### src/design/sblt_pkg.sv
// ----------------------------------------------------------------------------
// Strobed byte line transmitter package
// Widths, codes, register indexes and the result layout shared by the core
// and its checker.
// ----------------------------------------------------------------------------
package sblt_pkg;

    // Transaction operation codes (carried in tuser)
    localparam logic [1:0] OP_TICK  = 2'd0;
    localparam logic [1:0] OP_START = 2'd1;
    localparam logic [1:0] OP_STOP  = 2'd2;

    // Status codes reported in each result
    localparam logic [2:0] ST_OFFLINE    = 3'd0;
    localparam logic [2:0] ST_DELAY      = 3'd1;
    localparam logic [2:0] ST_WAIT_START = 3'd2;
    localparam logic [2:0] ST_SPR_LOW    = 3'd3;
    localparam logic [2:0] ST_SEND       = 3'd4;
    localparam logic [2:0] ST_ENDED      = 3'd5;
    localparam logic [2:0] ST_ERROR      = 3'd6;

    // Configuration register indexes
    localparam logic [2:0] REG_PRE_START   = 3'd0;
    localparam logic [2:0] REG_SPR_LOW     = 3'd1;
    localparam logic [2:0] REG_SPR_HIGH    = 3'd2;
    localparam logic [2:0] REG_END         = 3'd3;
    localparam logic [2:0] REG_TAIL_LEN    = 3'd4;
    localparam logic [2:0] REG_HEADER_LEN  = 3'd5;
    localparam logic [2:0] REG_RAW_MODE    = 3'd6;

    // Register reset values
    localparam logic [15:0] PRE_START_RST  = 16'd500;
    localparam logic [15:0] SPR_LOW_RST    = 16'd2;
    localparam logic [15:0] SPR_HIGH_RST   = 16'd2;
    localparam logic [15:0] END_RST        = 16'd2;
    localparam logic [7:0]  TAIL_LEN_RST   = 8'd10;
    localparam logic [7:0]  HEADER_LEN_RST = 8'd50;

    // Port widths
    localparam int CFG_ADDR_W = 3;
    localparam int CFG_DATA_W = 16;
    localparam int IN_DATA_W  = 16;
    localparam int IN_USER_W  = 2;
    localparam int OUT_DATA_W = 32;

    // One result, last field in the lowest bits
    typedef struct packed {
        logic [2:0]  status;
        logic [15:0] sent_count;
        logic        byte_taken;
        logic        busy_level;
        logic        sprocket_level;
        logic        strobe_res;
        logic [7:0]  data_out;
    } result_t;

    localparam int RESULT_W = $bits(result_t);

    // Odd parity over the low seven bits, placed in bit 7
    function automatic logic [7:0] odd_parity7(input logic [7:0] v);
        return {~(^v[6:0]), v[6:0]};
    endfunction

endpackage

### src/design/strobed_byte_line_transmitter_core.sv
// ----------------------------------------------------------------------------
// Strobed byte line transmitter core
// Tick-driven sequencer for a parallel byte line with sprocket, strobe and
// ready/busy lines.
// ----------------------------------------------------------------------------
// Usage:
//   s_axis carries one transaction per timer tick or command. tuser holds the
//   operation (tick, start, stop); tdata holds the start/stop line level, the
//   source byte valid flag and the source byte.
//   m_axis returns exactly one result per input transaction: the data lines,
//   strobe, sprocket, busy, byte taken flag, sent byte count and status.
//   cfg_we/cfg_addr/cfg_data write the timing and length registers; write
//   them only while the block is idle.
// Timing:
//   Each transaction is handled in a single pass of logic between the state
//   registers and the output stage, where its result is registered; one
//   transaction can be accepted every cycle while s_axis_tready is high.
// Reset and stall:
//   Reset puts the line offline with busy and sprocket high and restores the
//   register defaults. A two-entry output stage (result register plus skid
//   register) lets one more transaction in while a result waits; with both
//   full, s_axis_tready drops until the receiver takes a result.
// ----------------------------------------------------------------------------
module strobed_byte_line_transmitter_core
    import sblt_pkg::*;
(
    input  logic                  clk,
    input  logic                  rst_n,
    // Configuration write port
    input  logic                  cfg_we,
    input  logic [CFG_ADDR_W-1:0] cfg_addr,
    input  logic [CFG_DATA_W-1:0] cfg_data,
    // Input stream
    input  logic                  s_axis_tvalid,
    output logic                  s_axis_tready,
    // tdata: [0] start_level, [1] byte_valid, [9:2] byte_value, [15:10] zero
    input  logic [IN_DATA_W-1:0]  s_axis_tdata,
    // tuser: [1:0] operation
    input  logic [IN_USER_W-1:0]  s_axis_tuser,
    // Result stream
    output logic                  m_axis_tvalid,
    input  logic                  m_axis_tready,
    // tdata: [7:0] data_out, [8] strobe_res, [9] sprocket_level,
    //        [10] busy_level, [11] byte_taken, [27:12] sent_count,
    //        [30:28] status, [31] zero
    output logic [OUT_DATA_W-1:0] m_axis_tdata
);

    typedef enum logic [2:0] {
        MODE_OFFLINE    = ST_OFFLINE,
        MODE_COUNTDOWN  = ST_DELAY,
        MODE_WAIT_START = ST_WAIT_START,
        MODE_SPR_LOW    = ST_SPR_LOW,
        MODE_SEND       = ST_SEND,
        MODE_ENDED      = ST_ENDED,
        MODE_ERROR      = ST_ERROR
    } mode_t;

    // Zero-length delays act as one tick
    function automatic logic [15:0] clamp_ticks(input logic [15:0] t);
        return (t == 16'd0) ? 16'd1 : t;
    endfunction

    // Configuration registers
    logic [15:0] pre_start_reg;
    logic [15:0] spr_low_reg;
    logic [15:0] spr_high_reg;
    logic [15:0] end_reg;
    logic [7:0]  tail_len_reg;
    logic [7:0]  header_len_reg;
    logic        raw_mode_reg;

    // Sequencer state
    mode_t       mode_reg, mode_next;
    mode_t       maw_reg, maw_next;
    logic [15:0] delay_reg, delay_next;
    logic [7:0]  header_left_reg, header_left_next;
    logic [7:0]  tail_left_reg, tail_left_next;
    logic [15:0] sent_reg, sent_next;
    logic        sprocket_reg, sprocket_next;
    logic        busy_reg, busy_next;
    logic [7:0]  data_reg, data_next;

    // Output stage
    logic        out_valid_reg;
    logic        skid_valid_reg;
    result_t     out_reg;
    result_t     skid_reg;
    result_t     result;

    logic        in_fire;
    logic        out_free;
    logic        start_level;
    logic        byte_valid;
    logic [7:0]  byte_value;
    logic        strobe;
    logic        taken;
    logic        act_en;
    mode_t       act_mode;
    logic        have_byte;
    logic [7:0]  send_data;

    assign start_level = s_axis_tdata[0];
    assign byte_valid  = s_axis_tdata[1];
    assign byte_value  = s_axis_tdata[9:2];

    assign s_axis_tready = ~skid_valid_reg;
    assign in_fire       = s_axis_tvalid & s_axis_tready;
    assign out_free      = ~out_valid_reg | m_axis_tready;

    // Configuration writes
    always_ff @(posedge clk or negedge rst_n)
    begin
        if (!rst_n)
        begin
            pre_start_reg  <= PRE_START_RST;
            spr_low_reg    <= SPR_LOW_RST;
            spr_high_reg   <= SPR_HIGH_RST;
            end_reg        <= END_RST;
            tail_len_reg   <= TAIL_LEN_RST;
            header_len_reg <= HEADER_LEN_RST;
            raw_mode_reg   <= 1'b0;
        end
        else if (cfg_we)
        begin
            case (cfg_addr)
                REG_PRE_START:  pre_start_reg  <= cfg_data;
                REG_SPR_LOW:    spr_low_reg    <= cfg_data;
                REG_SPR_HIGH:   spr_high_reg   <= cfg_data;
                REG_END:        end_reg        <= cfg_data;
                REG_TAIL_LEN:   tail_len_reg   <= cfg_data[7:0];
                REG_HEADER_LEN: header_len_reg <= cfg_data[7:0];
                REG_RAW_MODE:   raw_mode_reg   <= cfg_data[0];
                default:        ;
            endcase
        end
    end

    // Next state for one transaction: an expiring delay hands over to its
    // target mode, which then acts in the same tick
    always_comb
    begin
        mode_next        = mode_reg;
        maw_next         = maw_reg;
        delay_next       = delay_reg;
        header_left_next = header_left_reg;
        tail_left_next   = tail_left_reg;
        sent_next        = sent_reg;
        sprocket_next    = sprocket_reg;
        busy_next        = busy_reg;
        data_next        = data_reg;
        strobe           = 1'b0;
        taken            = 1'b0;
        act_en           = 1'b0;
        act_mode         = mode_reg;
        have_byte        = 1'b0;
        send_data        = 8'd0;

        case (s_axis_tuser)
            OP_START:
            begin
                if (mode_reg == MODE_OFFLINE)
                begin
                    sent_next        = 16'd0;
                    header_left_next = raw_mode_reg ? 8'd0 : header_len_reg;
                    tail_left_next   = tail_len_reg;
                    busy_next        = 1'b1;
                    sprocket_next    = 1'b1;
                    maw_next         = MODE_WAIT_START;
                    delay_next       = clamp_ticks(pre_start_reg);
                    mode_next        = MODE_COUNTDOWN;
                end
            end
            OP_STOP:
            begin
                busy_next = 1'b1;
                mode_next = MODE_OFFLINE;
                maw_next  = MODE_OFFLINE;
            end
            OP_TICK:
            begin
                // Delay countdown
                if (mode_reg == MODE_COUNTDOWN)
                begin
                    if (delay_reg != 16'd0)
                    begin
                        delay_next = delay_reg - 16'd1;
                        if (delay_reg == 16'd1)
                        begin
                            mode_next = maw_reg;
                            act_mode  = maw_reg;
                            act_en    = 1'b1;
                        end
                    end
                    else
                    begin
                        mode_next = MODE_ERROR;
                    end
                end
                else
                begin
                    act_en = 1'b1;
                end

                if (act_en)
                begin
                    case (act_mode)
                        MODE_WAIT_START:
                        begin
                            if (start_level)
                            begin
                                busy_next  = 1'b0;
                                maw_next   = MODE_SPR_LOW;
                                delay_next = clamp_ticks(spr_low_reg);
                                mode_next  = MODE_COUNTDOWN;
                            end
                        end
                        MODE_SPR_LOW:
                        begin
                            sprocket_next = 1'b0;
                            maw_next      = MODE_SEND;
                            delay_next    = clamp_ticks(spr_low_reg);
                            mode_next     = MODE_COUNTDOWN;
                        end
                        MODE_SEND:
                        begin
                            // Header zero byte or source byte
                            if (!raw_mode_reg && header_left_reg != 8'd0)
                            begin
                                have_byte = 1'b1;
                                send_data = 8'd0;
                            end
                            else
                            begin
                                have_byte = byte_valid;
                                taken     = byte_valid;
                                if (byte_valid)
                                    send_data = raw_mode_reg ? byte_value
                                                             : odd_parity7(byte_value);
                            end
                            // Tail reload or wind-down
                            if (have_byte && start_level)
                                tail_left_next = tail_len_reg;
                            else if (tail_left_reg != 8'd0)
                                tail_left_next = tail_left_reg - 8'd1;
                            data_next     = send_data;
                            strobe        = 1'b1;
                            sprocket_next = 1'b1;
                            if (header_left_reg != 8'd0)
                                header_left_next = header_left_reg - 8'd1;
                            else
                                sent_next = sent_reg + 16'd1;
                            mode_next = MODE_COUNTDOWN;
                            if (tail_left_next == 8'd0)
                            begin
                                maw_next   = MODE_ENDED;
                                delay_next = clamp_ticks(end_reg);
                                busy_next  = 1'b1;
                            end
                            else
                            begin
                                maw_next   = MODE_SPR_LOW;
                                delay_next = clamp_ticks(spr_high_reg);
                            end
                        end
                        default: ;
                    endcase
                end
            end
            default: ;
        endcase
    end

    // Result as seen after this transaction
    always_comb
    begin
        result.data_out       = data_next;
        result.strobe_res     = strobe;
        result.sprocket_level = sprocket_next;
        result.busy_level     = busy_next;
        result.byte_taken     = taken;
        result.sent_count     = sent_next;
        result.status         = mode_next;
    end

    // Sequencer state registers
    always_ff @(posedge clk or negedge rst_n)
    begin
        if (!rst_n)
        begin
            mode_reg        <= MODE_OFFLINE;
            maw_reg         <= MODE_OFFLINE;
            delay_reg       <= 16'd0;
            header_left_reg <= 8'd0;
            tail_left_reg   <= 8'd0;
            sent_reg        <= 16'd0;
            sprocket_reg    <= 1'b1;
            busy_reg        <= 1'b1;
            data_reg        <= 8'd0;
        end
        else if (in_fire)
        begin
            mode_reg        <= mode_next;
            maw_reg         <= maw_next;
            delay_reg       <= delay_next;
            header_left_reg <= header_left_next;
            tail_left_reg   <= tail_left_next;
            sent_reg        <= sent_next;
            sprocket_reg    <= sprocket_next;
            busy_reg        <= busy_next;
            data_reg        <= data_next;
        end
    end

    // Output stage valid flags
    always_ff @(posedge clk or negedge rst_n)
    begin
        if (!rst_n)
        begin
            out_valid_reg  <= 1'b0;
            skid_valid_reg <= 1'b0;
        end
        else if (out_free)
        begin
            if (skid_valid_reg)
            begin
                out_valid_reg  <= 1'b1;
                skid_valid_reg <= 1'b0;
            end
            else
            begin
                out_valid_reg <= in_fire;
            end
        end
        else if (in_fire)
        begin
            skid_valid_reg <= 1'b1;
        end
    end

    // Output stage payload
    always_ff @(posedge clk)
    begin
        if (out_free)
        begin
            if (skid_valid_reg)
                out_reg <= skid_reg;
            else if (in_fire)
                out_reg <= result;
        end
        else if (in_fire)
        begin
            skid_reg <= result;
        end
    end

    assign m_axis_tvalid = out_valid_reg;
    assign m_axis_tdata  = {{(OUT_DATA_W-RESULT_W){1'b0}}, out_reg};

endmodule

### config.mk
export PLATFORM = sky130hd
export DESIGN_NAME = strobed_byte_line_transmitter_core
export DESIGN_NICKNAME = d
export VERILOG_FILES = /design/src/design/sblt_pkg.sv /design/src/design/strobed_byte_line_transmitter_core.sv
export SDC_FILE = /design/constraint.sdc
export NUM_CORES = 1
export LEC_CHECK = 0
export ABC_CLOCK_PERIOD_IN_PS = 3000
export CAP_MARGIN = 20
export CORE_ASPECT_RATIO = 1.4
export CORE_MARGIN = 2
export CORE_UTILIZATION = 35
export CTS_CLUSTER_DIAMETER = 120
export DETAILED_ROUTE_END_ITERATION = 6
export DONT_BUFFER_PORTS = 1
export GPL_TIMING_DRIVEN = 0
export PLACE_DENSITY = 0.5
export SYNTH_ARGS = -nofsm -noshare
export SYNTH_HDL_FRONTEND = slang
export SYNTH_SLANG_ARGS = --single-unit
### constraint.sdc
create_clock -name clk -period 3 [get_ports clk]
set_input_delay 0.3 -clock clk [delete_from_list [all_inputs] [get_ports clk]]
set_output_delay 0.3 -clock clk [all_outputs]
set_load 0.01 [all_outputs]
* After elaboration in Yosys (flattened, before gate mapping)
Index checks and enable logic that the tools add are counted.
** Word-level totals
- Memories :: 0
- Logic and storage cells :: 179
- Bits in registers :: 209
- Bits in latches :: 0
- ROM bits :: 0
- Bits in writable memories :: 0
** Cells by class
- Eq/ne operators :: 19
- Shifts and indexed selects :: 0
- Bitwise gates (word level) :: 6
- Multiplexer cells :: 85
- Reductions and logical operators :: 33
- Magnitude comparators :: 0
- Add/sub/neg operators :: 4
- Multipliers :: 0
- Divide/modulo/power cells :: 0
** Operators with widths (count)
- $mux W16 :: 14
- $mux W8 :: 19
- $logic_not A16 Y1 :: 4
- $pmux W16 S2 :: 2
- $mux W31 :: 2
- $pmux W16 S3 :: 1
- $mux W3 :: 13
- $pmux W8 S2 :: 2
- $pmux W3 S3 :: 3
- $mux W1 :: 24
- $reduce_and A2 Y1 :: 9
- $add A16 B1 Y16 const B :: 1
- $eq A16 B1 Y1 const B :: 1
- $reduce_bool A16 Y1 :: 1
- $reduce_bool A8 Y1 :: 2
- $sub A16 B1 Y16 const B :: 1
- $sub A8 B1 Y8 const B :: 2
- $eq A3 B2 Y1 const B :: 4
- $eq A3 B3 Y1 const B :: 4
- $reduce_and A6 Y1 :: 2
- $logic_not A8 Y1 :: 1
- $ne A2 B2 Y1 const B :: 4
- $reduce_xor A7 Y1 :: 1
- $eq A3 B1 Y1 const B :: 2
- other kinds (19) :: 28

* Longest topological paths before layout
Gate-level depths: netlist (run 1).
- Depth after elaboration :: 21
- Depth in mapped cells :: 11

* Worst setup path before layout (run 1)
Ideal clock, no wire load.
- Path type :: register to register
- From :: reg header_left_reg[0]
- To :: reg out_reg (netlist bit m_axis_tdata[26]), data pin
- Cell stages (with the launch flop) :: 10
- Arrival time :: 2.490 ns
- Clock period less this slack :: 2.750 ns
- Slack :: 0.250 ns
- Cells stage by stage :: dfrtp_1 > inv_1 > ha_1 > or3b_2 > nor3_2 > nand3_1 > nor4_4 > a31oi_1 > o21a_1 > mux2_2
** Between the ends
- Cells in the longest elaborated chain, start to end :: 7
** Ends and longest elaborated chain
- from (decl) :: line strobed_byte_line_transmitter_core.sv:77 : logic [7:0] header_left_reg, header_left_next;
- from (signal assigned) :: line strobed_byte_line_transmitter_core.sv:306 : header_left_reg <= header_left_next;
- $reduce_bool A8 Y1 :: line strobed_byte_line_transmitter_core.sv:249 : if (header_left_reg != 8'd0)
- $mux W16 :: line strobed_byte_line_transmitter_core.sv:249
- $mux W16 :: line strobed_byte_line_transmitter_core.sv:207 : case (act_mode)
- $mux W16 :: line strobed_byte_line_transmitter_core.sv:205 : if (act_en)
- $pmux W16 S2 :: line strobed_byte_line_transmitter_core.sv:159 : case (s_axis_tuser)
- via sent_next[14] :: line strobed_byte_line_transmitter_core.sv:79 : logic [15:0] sent_reg, sent_next;
- $mux W31 :: line strobed_byte_line_transmitter_core.sv:348 : else if (in_fire)
- $mux W31 :: line strobed_byte_line_transmitter_core.sv:346 : if (skid_valid_reg)
- to (signal assigned) :: line strobed_byte_line_transmitter_core.sv:347 : out_reg <= skid_reg;
- to (signal assigned) :: line strobed_byte_line_transmitter_core.sv:349 : out_reg <= result;
- to (decl) :: line strobed_byte_line_transmitter_core.sv:87 : result_t out_reg;
The timed path passes the listed nets, and every way through them passes these cells. The select of a mux whose other input is x is not followed.
A chain may end at the register's enable or synchronous reset.

* Worst setup path after layout (run 1)
- From :: reg delay_reg[4]
- To :: reg delay_reg[12]
** Between the ends
- Cells in the longest elaborated chain, start to end :: 9
- Elaborated cells on any way between the ends :: 20
** Ends and longest elaborated chain
- from (decl) :: line strobed_byte_line_transmitter_core.sv:76 : logic [15:0] delay_reg, delay_next;
- from (signal assigned) :: line strobed_byte_line_transmitter_core.sv:305 : delay_reg <= delay_next;
- branches (longest 7 deep; another with $sub A16 B1 Y16)
- $mux W16 * :: line strobed_byte_line_transmitter_core.sv:205
- $pmux W16 S2 * :: line strobed_byte_line_transmitter_core.sv:159
Mark *: on every way between the ends. The select of a mux whose other input is x is not followed.

==> qor.yml, run 1 <==
ctsHtreeMaxLevel: 1
ys_seq_elements: 209
fin_tns_setup_ns: 0
synth_area_leaders: "dfrtp_1 (31%), edfxtp_1 (17%), mux2_2 (11%)"
die_area_sq_mm: 0.0320
synth_edf_count: 62
hold_buffers: 24
reg2reg_from: "delay_reg[4]$_DFFE_PN0P_"
synth_nets: 1019
critPathMaxStageDelay_ns: 0.60
path_clk_slew_ns: 0.07
worst_pin_slew_ns: 0.986
skew_ns: 0.0135
grt-ovfl-total: 0
avgRoutedWirePerCell_um: 21.8
totalWireLength_um: 31500
leakagePower_nw: 4.86
cp_slowest_cell: "or4_4"
yosysUniqueCellTypes: 78
cp.required_ns: 3.39
dr.pass1.iters: 5
grt_pass1_vias: 8068
worstSkewPairLatency_ns: 0.52
synth.largest_area_cell: "dfrtp_1"
violations: "negative hold slack"
cts_tree: "done"
p_int_mw: 5.87
layout-drive-gt1-share: 0.235
path_buf_inv: 0
gp_congestion: 0.862
critical_path_class: "flop to flop"
combPwrFrac: 0.216
clk_path_buf_depth: 3
ant_nets: 0
dp_cells: 1359
numCtsBuffers: 22
area_growth_pct: 17.7
post-place-ws_ns: -0.397
layoutNonFillerInstCount: 1444
path_max_fanout: 5
synth_top_cell_area_share: 0.306
dieWidth_um: 152
period_minus_slack_ns: 2.95
die_h_um: 211
dp.final_hpwl_um: 22300
yosysSeqAreaShare: 0.519
syn_avg_cell_area_sq_um: 11.0
port_buffers: 0
status: "finished with violations"
cts_sinks: 209
antenna_found_initial: 1
fin_nets: 1090
grt_pass1_wl_um: 48600
fin_crit_sh: 0.983
fmax_mhz: 339
core-area_sq_mm: 0.0300
hold_viol: 147
ys.flop_type: "dfrtp_1"
fin_ws_ns: 0.0514
start_util: 0.356
p_sw_frac: 0.310
final_area_sq_mm: 0.0126
drc_errors: 0
max_slew_margin: 0.338
worstPathArrival_ns: 3.34
cts-root-buf: "clkbuf_16"
p_per_area_mw_per_mm2: 676
irDropWorstVdd_v: 0.000400
route.vias.total: 8238
start_kind: "flop"
vias_per_cell: 5.70
critical_path.top_delay_family: "simple AND/OR/NAND/NOR gates"
place_area_sq_mm: 0.0112
crit_path_start: "delay_reg[4]$_DFFE_PN0P_"
rows: 75
grtUsageTotal: 0.192
ios: 76
p_sw_mw: 2.64
setup_violations: 0
cp-end-kind: "flop"
drt_iter0_drc: 502
syn_inst: 971
postSynth.asyncResetShare: 0.703
path_cells: "or4_4, or3_4, a211o_1, or4_4, xnor2_2, a221oi_1, a21oi_2"
hold_class: "input pin to asynchronous set/reset pin"
slew_violations: 0
p_seq_frac: 0.459
netlist_area_sq_mm: 0.0107
clkPwrFrac: 0.326
hold_ws_ns: -0.516
crit_path_frequent_cell: "or4_4"
yosys_warnings: 0
grt_max_degree: 148
maxCapViolCount: 0
-- stage by stage --
stage / utilization / total power, mW
2_1_floorplan: - / 5.03
3_3_place_gp: 0.373 / 5.53
3_5_place_dp: 0.374 / 5.56
4_1_cts: 0.412 / 8.47
5_1_grt: 0.420 / 8.94
6_report: 0.420 / 8.52
-- cell usage after synthesis, drive strengths merged (6+ instances only) --
library cell and count:
a21o 8, a21oi 52, a221o 7, a221oi 7, a22o 19, a31oi 17
a32o 7, and3 6, buf 8, clkbuf 40, dfrtp 131, dfstp 16
edfxtp 62, ha 6, inv 19, mux2 105, mux2i 11, nand2 77
nand2b 8, nand3 16, nand4 17, nor2 51, nor3 27, nor3b 9
nor4 31, o21a 7, o21ai 80, o22ai 7, o31ai 14, or3 17
xnor2 8, xor2 11
-- metal layers --
layer  GRT usage  up-vias  wire length, um
li1            -     3850                -
met1       0.236     4124            13300
met2       0.348      211            16100
met3      0.0259       53             1270
met4      0.0609        0              892
met5           0        -                0
-- cell families after synthesis --
kind of cell	count (synthesis)	synth area share
simple gates	294	0.149
compound gates	257	0.161
flops	209	0.519
mux	116	0.121
buf+inv	69	0.0259
xor+xnor	19	0.0162
fa+ha+maj	6	0.00701
other cells	1	0.000350
-- cell usage in the layout, fill, tap and decap left out, types with 19 or more instances in the layout --
master | netlist | layout
nor3_1 | 25 | 21
a22o_1 | 19 | 19
nor2_1 | 50 | 48
nor4_1 | 27 | 24
a21oi_1 | 47 | 47
clkbuf_16 | 0 | 23
dfrtp_1 | 131 | 130
clkbuf_1 | 40 | 38
o21ai_0 | 76 | 74
mux2_2 | 104 | 103
edfxtp_1 | 62 | 62
nand2_1 | 77 | 76
dlygate4sd3_1 | 0 | 24
-- area by class of cell --
type	count	area, sq um
fillers	2927	17400
flip-flops and latches	209	5560
multi-input cells	693	5080
clock buffers	30	622
well taps	385	482
repair buffers	47	455
plain buffers	48	211
clock inverters	10	100
inverters	21	80.1
diodes	1	2.50
-- power groups by stage --
stage | Clock, mW | Combinational (mW) | Sequential [mW]
finish | 2.77 | 1.84 | 3.91
CTS | 2.84 | 1.75 | 3.88
global placement | 0 | 1.61 | 3.92
global route | 2.96 | 2.02 | 3.96
detailed placement | 0 | 1.63 | 3.93
floorplan | 0 | 1.27 | 3.76
-- repair_timing --
action / 4_1_cts / 5_1_grt
gates resized for setup: 25 / 29
setup endpoints to repair: 72 / 65
cloned: 0 / 1
endpoints found under the hold margin: 239 / 147
pin swaps: 5 / 8
setup buffers: 3 / 14
-- worst paths after layout --
kind                       slack, ns  cells past startpoint                            end
max in group asynchronous       3.21                      0  header_len_reg[1]$_DFFE_PN1P_
min reg2reg                     0.48                      2        data_reg[7]$_DFFE_PN0P_
max reg2reg                     0.05                      7      delay_reg[12]$_DFFE_PN0P_
min                            -0.52                      0     spr_low_reg[8]$_DFFE_PN0P_
max                             0.05                      7      delay_reg[12]$_DFFE_PN0P_
min in group clk                0.02                      1          skid_reg[1]$_DFFE_PP_
No activity file was read; power rests on OpenSTA's default activity.
==> inputs of run 2 (changes only) <==
--- a/config.mk
+++ b/config.mk
@@ -15,6 +15,7 @@
 export DONT_BUFFER_PORTS = 1
 export GPL_TIMING_DRIVEN = 0
 export PLACE_DENSITY = 0.5
+export SETUP_SLACK_MARGIN = 0.3
 export SYNTH_ARGS = -nofsm -noshare
 export SYNTH_HDL_FRONTEND = slang
 export SYNTH_SLANG_ARGS = --single-unit
==> run 2 against run 1 <==
Net effect: the run still ends with negative hold slack left; die area unchanged; combinational power up 15%; critical path depth is 3 higher; cell area is 5.2% higher; worst hold slack hardly changed; critical endpoint is now m_axis_tdata[14]$_DFFE_PP_; largest cell class unchanged; largest power group unchanged.
==> qor.yml, run 2 (synthesis results as in run 1) <==
status: "finished with violations"
violations: "negative hold slack"
hold_buffers: 24  # unchanged
skew_ns: 0.0199  # +0.00643 ns
cts_tree: "done"
worstPathArrival_ns: 3.08  # -0.26 ns
area_growth_pct: 23.9
core-area_sq_mm: 0.0300  # unchanged
antenna_found_initial: 3  # +2
grt_max_degree: 148  # unchanged
ios: 76  # unchanged
grt-ovfl-total: 0  # unchanged
mostFrequentLayoutCells: "dfrtp_1 (129), mux2_2 (100), nand2_1 (76), o21ai_0 (69), edfxtp_1 (62)"
setup_violations: 0  # unchanged
cp-end-kind: "flop"
fmax_mhz: 356  # +5.0%
rsz0062_at_grt: "true"
hold_class: "input pin to asynchronous set/reset pin"
worstSkewPairLatency_ns: 0.53  # about the same
irDropWorstVdd_v: 0.000358  # -11%
numCtsBuffers: 23  # +4.5%
slew_violations: 0  # unchanged
gp_congestion: 0.864  # +0.19%
start_util: 0.356  # unchanged
path_cells: "inv_2, ha_4, nor4b_4, and4_1, buf_6, a21oi_4, nor4_4, a21oi_2, mux2_4, mux2_4"
die_area_sq_mm: 0.0320  # unchanged
cp.required_ns: 3.28  # -0.11 ns
drt_iter0_drc: 621  # +24%
start_kind: "flop"
clk_path_buf_depth: 3  # unchanged
ant_nets: 0  # unchanged
fin_crit_sh: 0.936  # -0.0472
vias_per_cell: 5.72  # +0.23%
hold_ws_ns: -0.516  # -0.000122 ns
rows: 75  # unchanged
period_minus_slack_ns: 2.81  # -0.142 ns
totalWireLength_um: 32600  # +3.4%
cp_slowest_cell: "nor4_4"
critical_path_class: "flop to flop"
path_clk_slew_ns: 0.07  # about the same
maxCapViolCount: 0  # unchanged
path_max_fanout: 8  # +3
grt_pass1_wl_um: 50000  # +2.8%
port_buffers: 0  # unchanged
rr_worst_depth: 10  # +3
cts-root-buf: "clkbuf_16"
die_h_um: 211  # unchanged
p_per_area_mw_per_mm2: 659  # -2.6%
worst_pin_slew_ns: 1.02  # +0.0297 ns
drc_errors: 0  # unchanged
mostFrequentLayoutCell: "dfrtp_1"
dr.pass1.iters: 5  # unchanged
cts_sinks: 209  # unchanged
fin_nets: 1132  # +3.9%
total_power_mw: 8.73  # +2.5%
hold_viol: 147  # unchanged
leakagePower_nw: 5.12  # +5.3%
grt_pass1_vias: 8408  # +4.2%
ctsHtreeMaxLevel: 1  # unchanged
dieWidth_um: 152  # unchanged
route.vias.total: 8503  # +3.2%
grtUsageTotal: 0.197  # +0.00556
layout-drive-gt1-share: 0.298  # +0.0628
dp.final_hpwl_um: 22300  # -0.13%
avgRoutedWirePerCell_um: 21.9  # +0.41%
critPathMaxStageDelay_ns: 0.47  # -0.13 ns
crit_path_frequent_cell: "mux2_4"
max_slew_margin: 0.318  # -0.0199
[run 2: power breakdown]
| part | switching, mW | leakage, nW | internal, mW |
|---|---|---|---|
| clock network | 1.19 | 0.337 | 1.50 |
| logic | 1.13 | 2.40 | 0.983 |
| registers | 0.507 | 2.39 | 3.42 |
| total | 2.83 | 5.12 | 5.91 |
[run 2: final timing paths]
check	start	to	slack [ns]
worst min register to register	data_reg[7]$_DFFE_PN0P_	data_reg[7]$_DFFE_PN0P_	0.49
worst max-delay path	delay_reg[1]$_DFFE_PN0P_	m_axis_tdata[14]$_DFFE_PP_	0.19
max in group asynchronous	rst_n	busy_reg$_DFFE_PN1P_	3.17
worst min-delay path	rst_n	spr_high_reg[12]$_DFFE_PN0P_	-0.52
min in group clk	s_axis_tuser[1]	sent_reg[12]$_DFFE_PN0P_	0.07
worst max register to register	delay_reg[1]$_DFFE_PN0P_	m_axis_tdata[14]$_DFFE_PP_	0.19
[run 2: cell type report]
type / count / area [sq um]
Multi-Input combinational cell: 694 / 5420
Buffer: 48 / 253
Fill cell: 2909 / 16800
Sequential cell: 209 / 5560
Clock buffer: 35 / 651
Antenna cell: 2 / 5.00
Timing Repair Buffer: 87 / 763
Clock inverter: 6 / 38.8
Tap cell: 385 / 482
Inverter: 21 / 83.8
[run 2: repair_timing]
item	4_1_cts	5_1_grt
pin swaps	17	35
endpoints found under the hold margin	240	147
endpoints found under the setup margin	113	84
setup buffers	25	35
resized for setup	62	75
cloned	0	1
[run 2: metrics by stage]
step                      instance area (sq um)  setup TNS (ns)  utilization  worst slack, ns  std cells
after floorplan                           10700               0            -            0.291        971
after global placement                    11200          -15.88        0.373           -0.454       1356
after detailed placement                  11200          -13.15        0.375           -0.399       1358
after CTS                                 12700               0        0.421            0.181       1448
after global routing                      13300               0        0.442           0.0899       1487
final                                     13300               0        0.442            0.193       1487
[run 2: critical path: cells and delay by family (launching register included)]
kind                     cells  cell delay (ns)
multiplexers                 2             0.56
AO/OA/AOI/OAI                2             0.22
flip-flops                   1             0.40
adder cells (fa/ha/maj)      1             0.15
buffers and inverters        2             0.30
AND/OR/NAND/NOR              3             0.92
[run 2: metal layers]
layer / GRT usage / vias to the layer above / share of wire
met4: 0.0677 / 2 / 0.032
li1: - / 3944 / -
met2: 0.348 / 234 / 0.51
met3: 0.0324 / 57 / 0.047
met5: 0 / - / 0.00040
met1: 0.246 / 4266 / 0.41
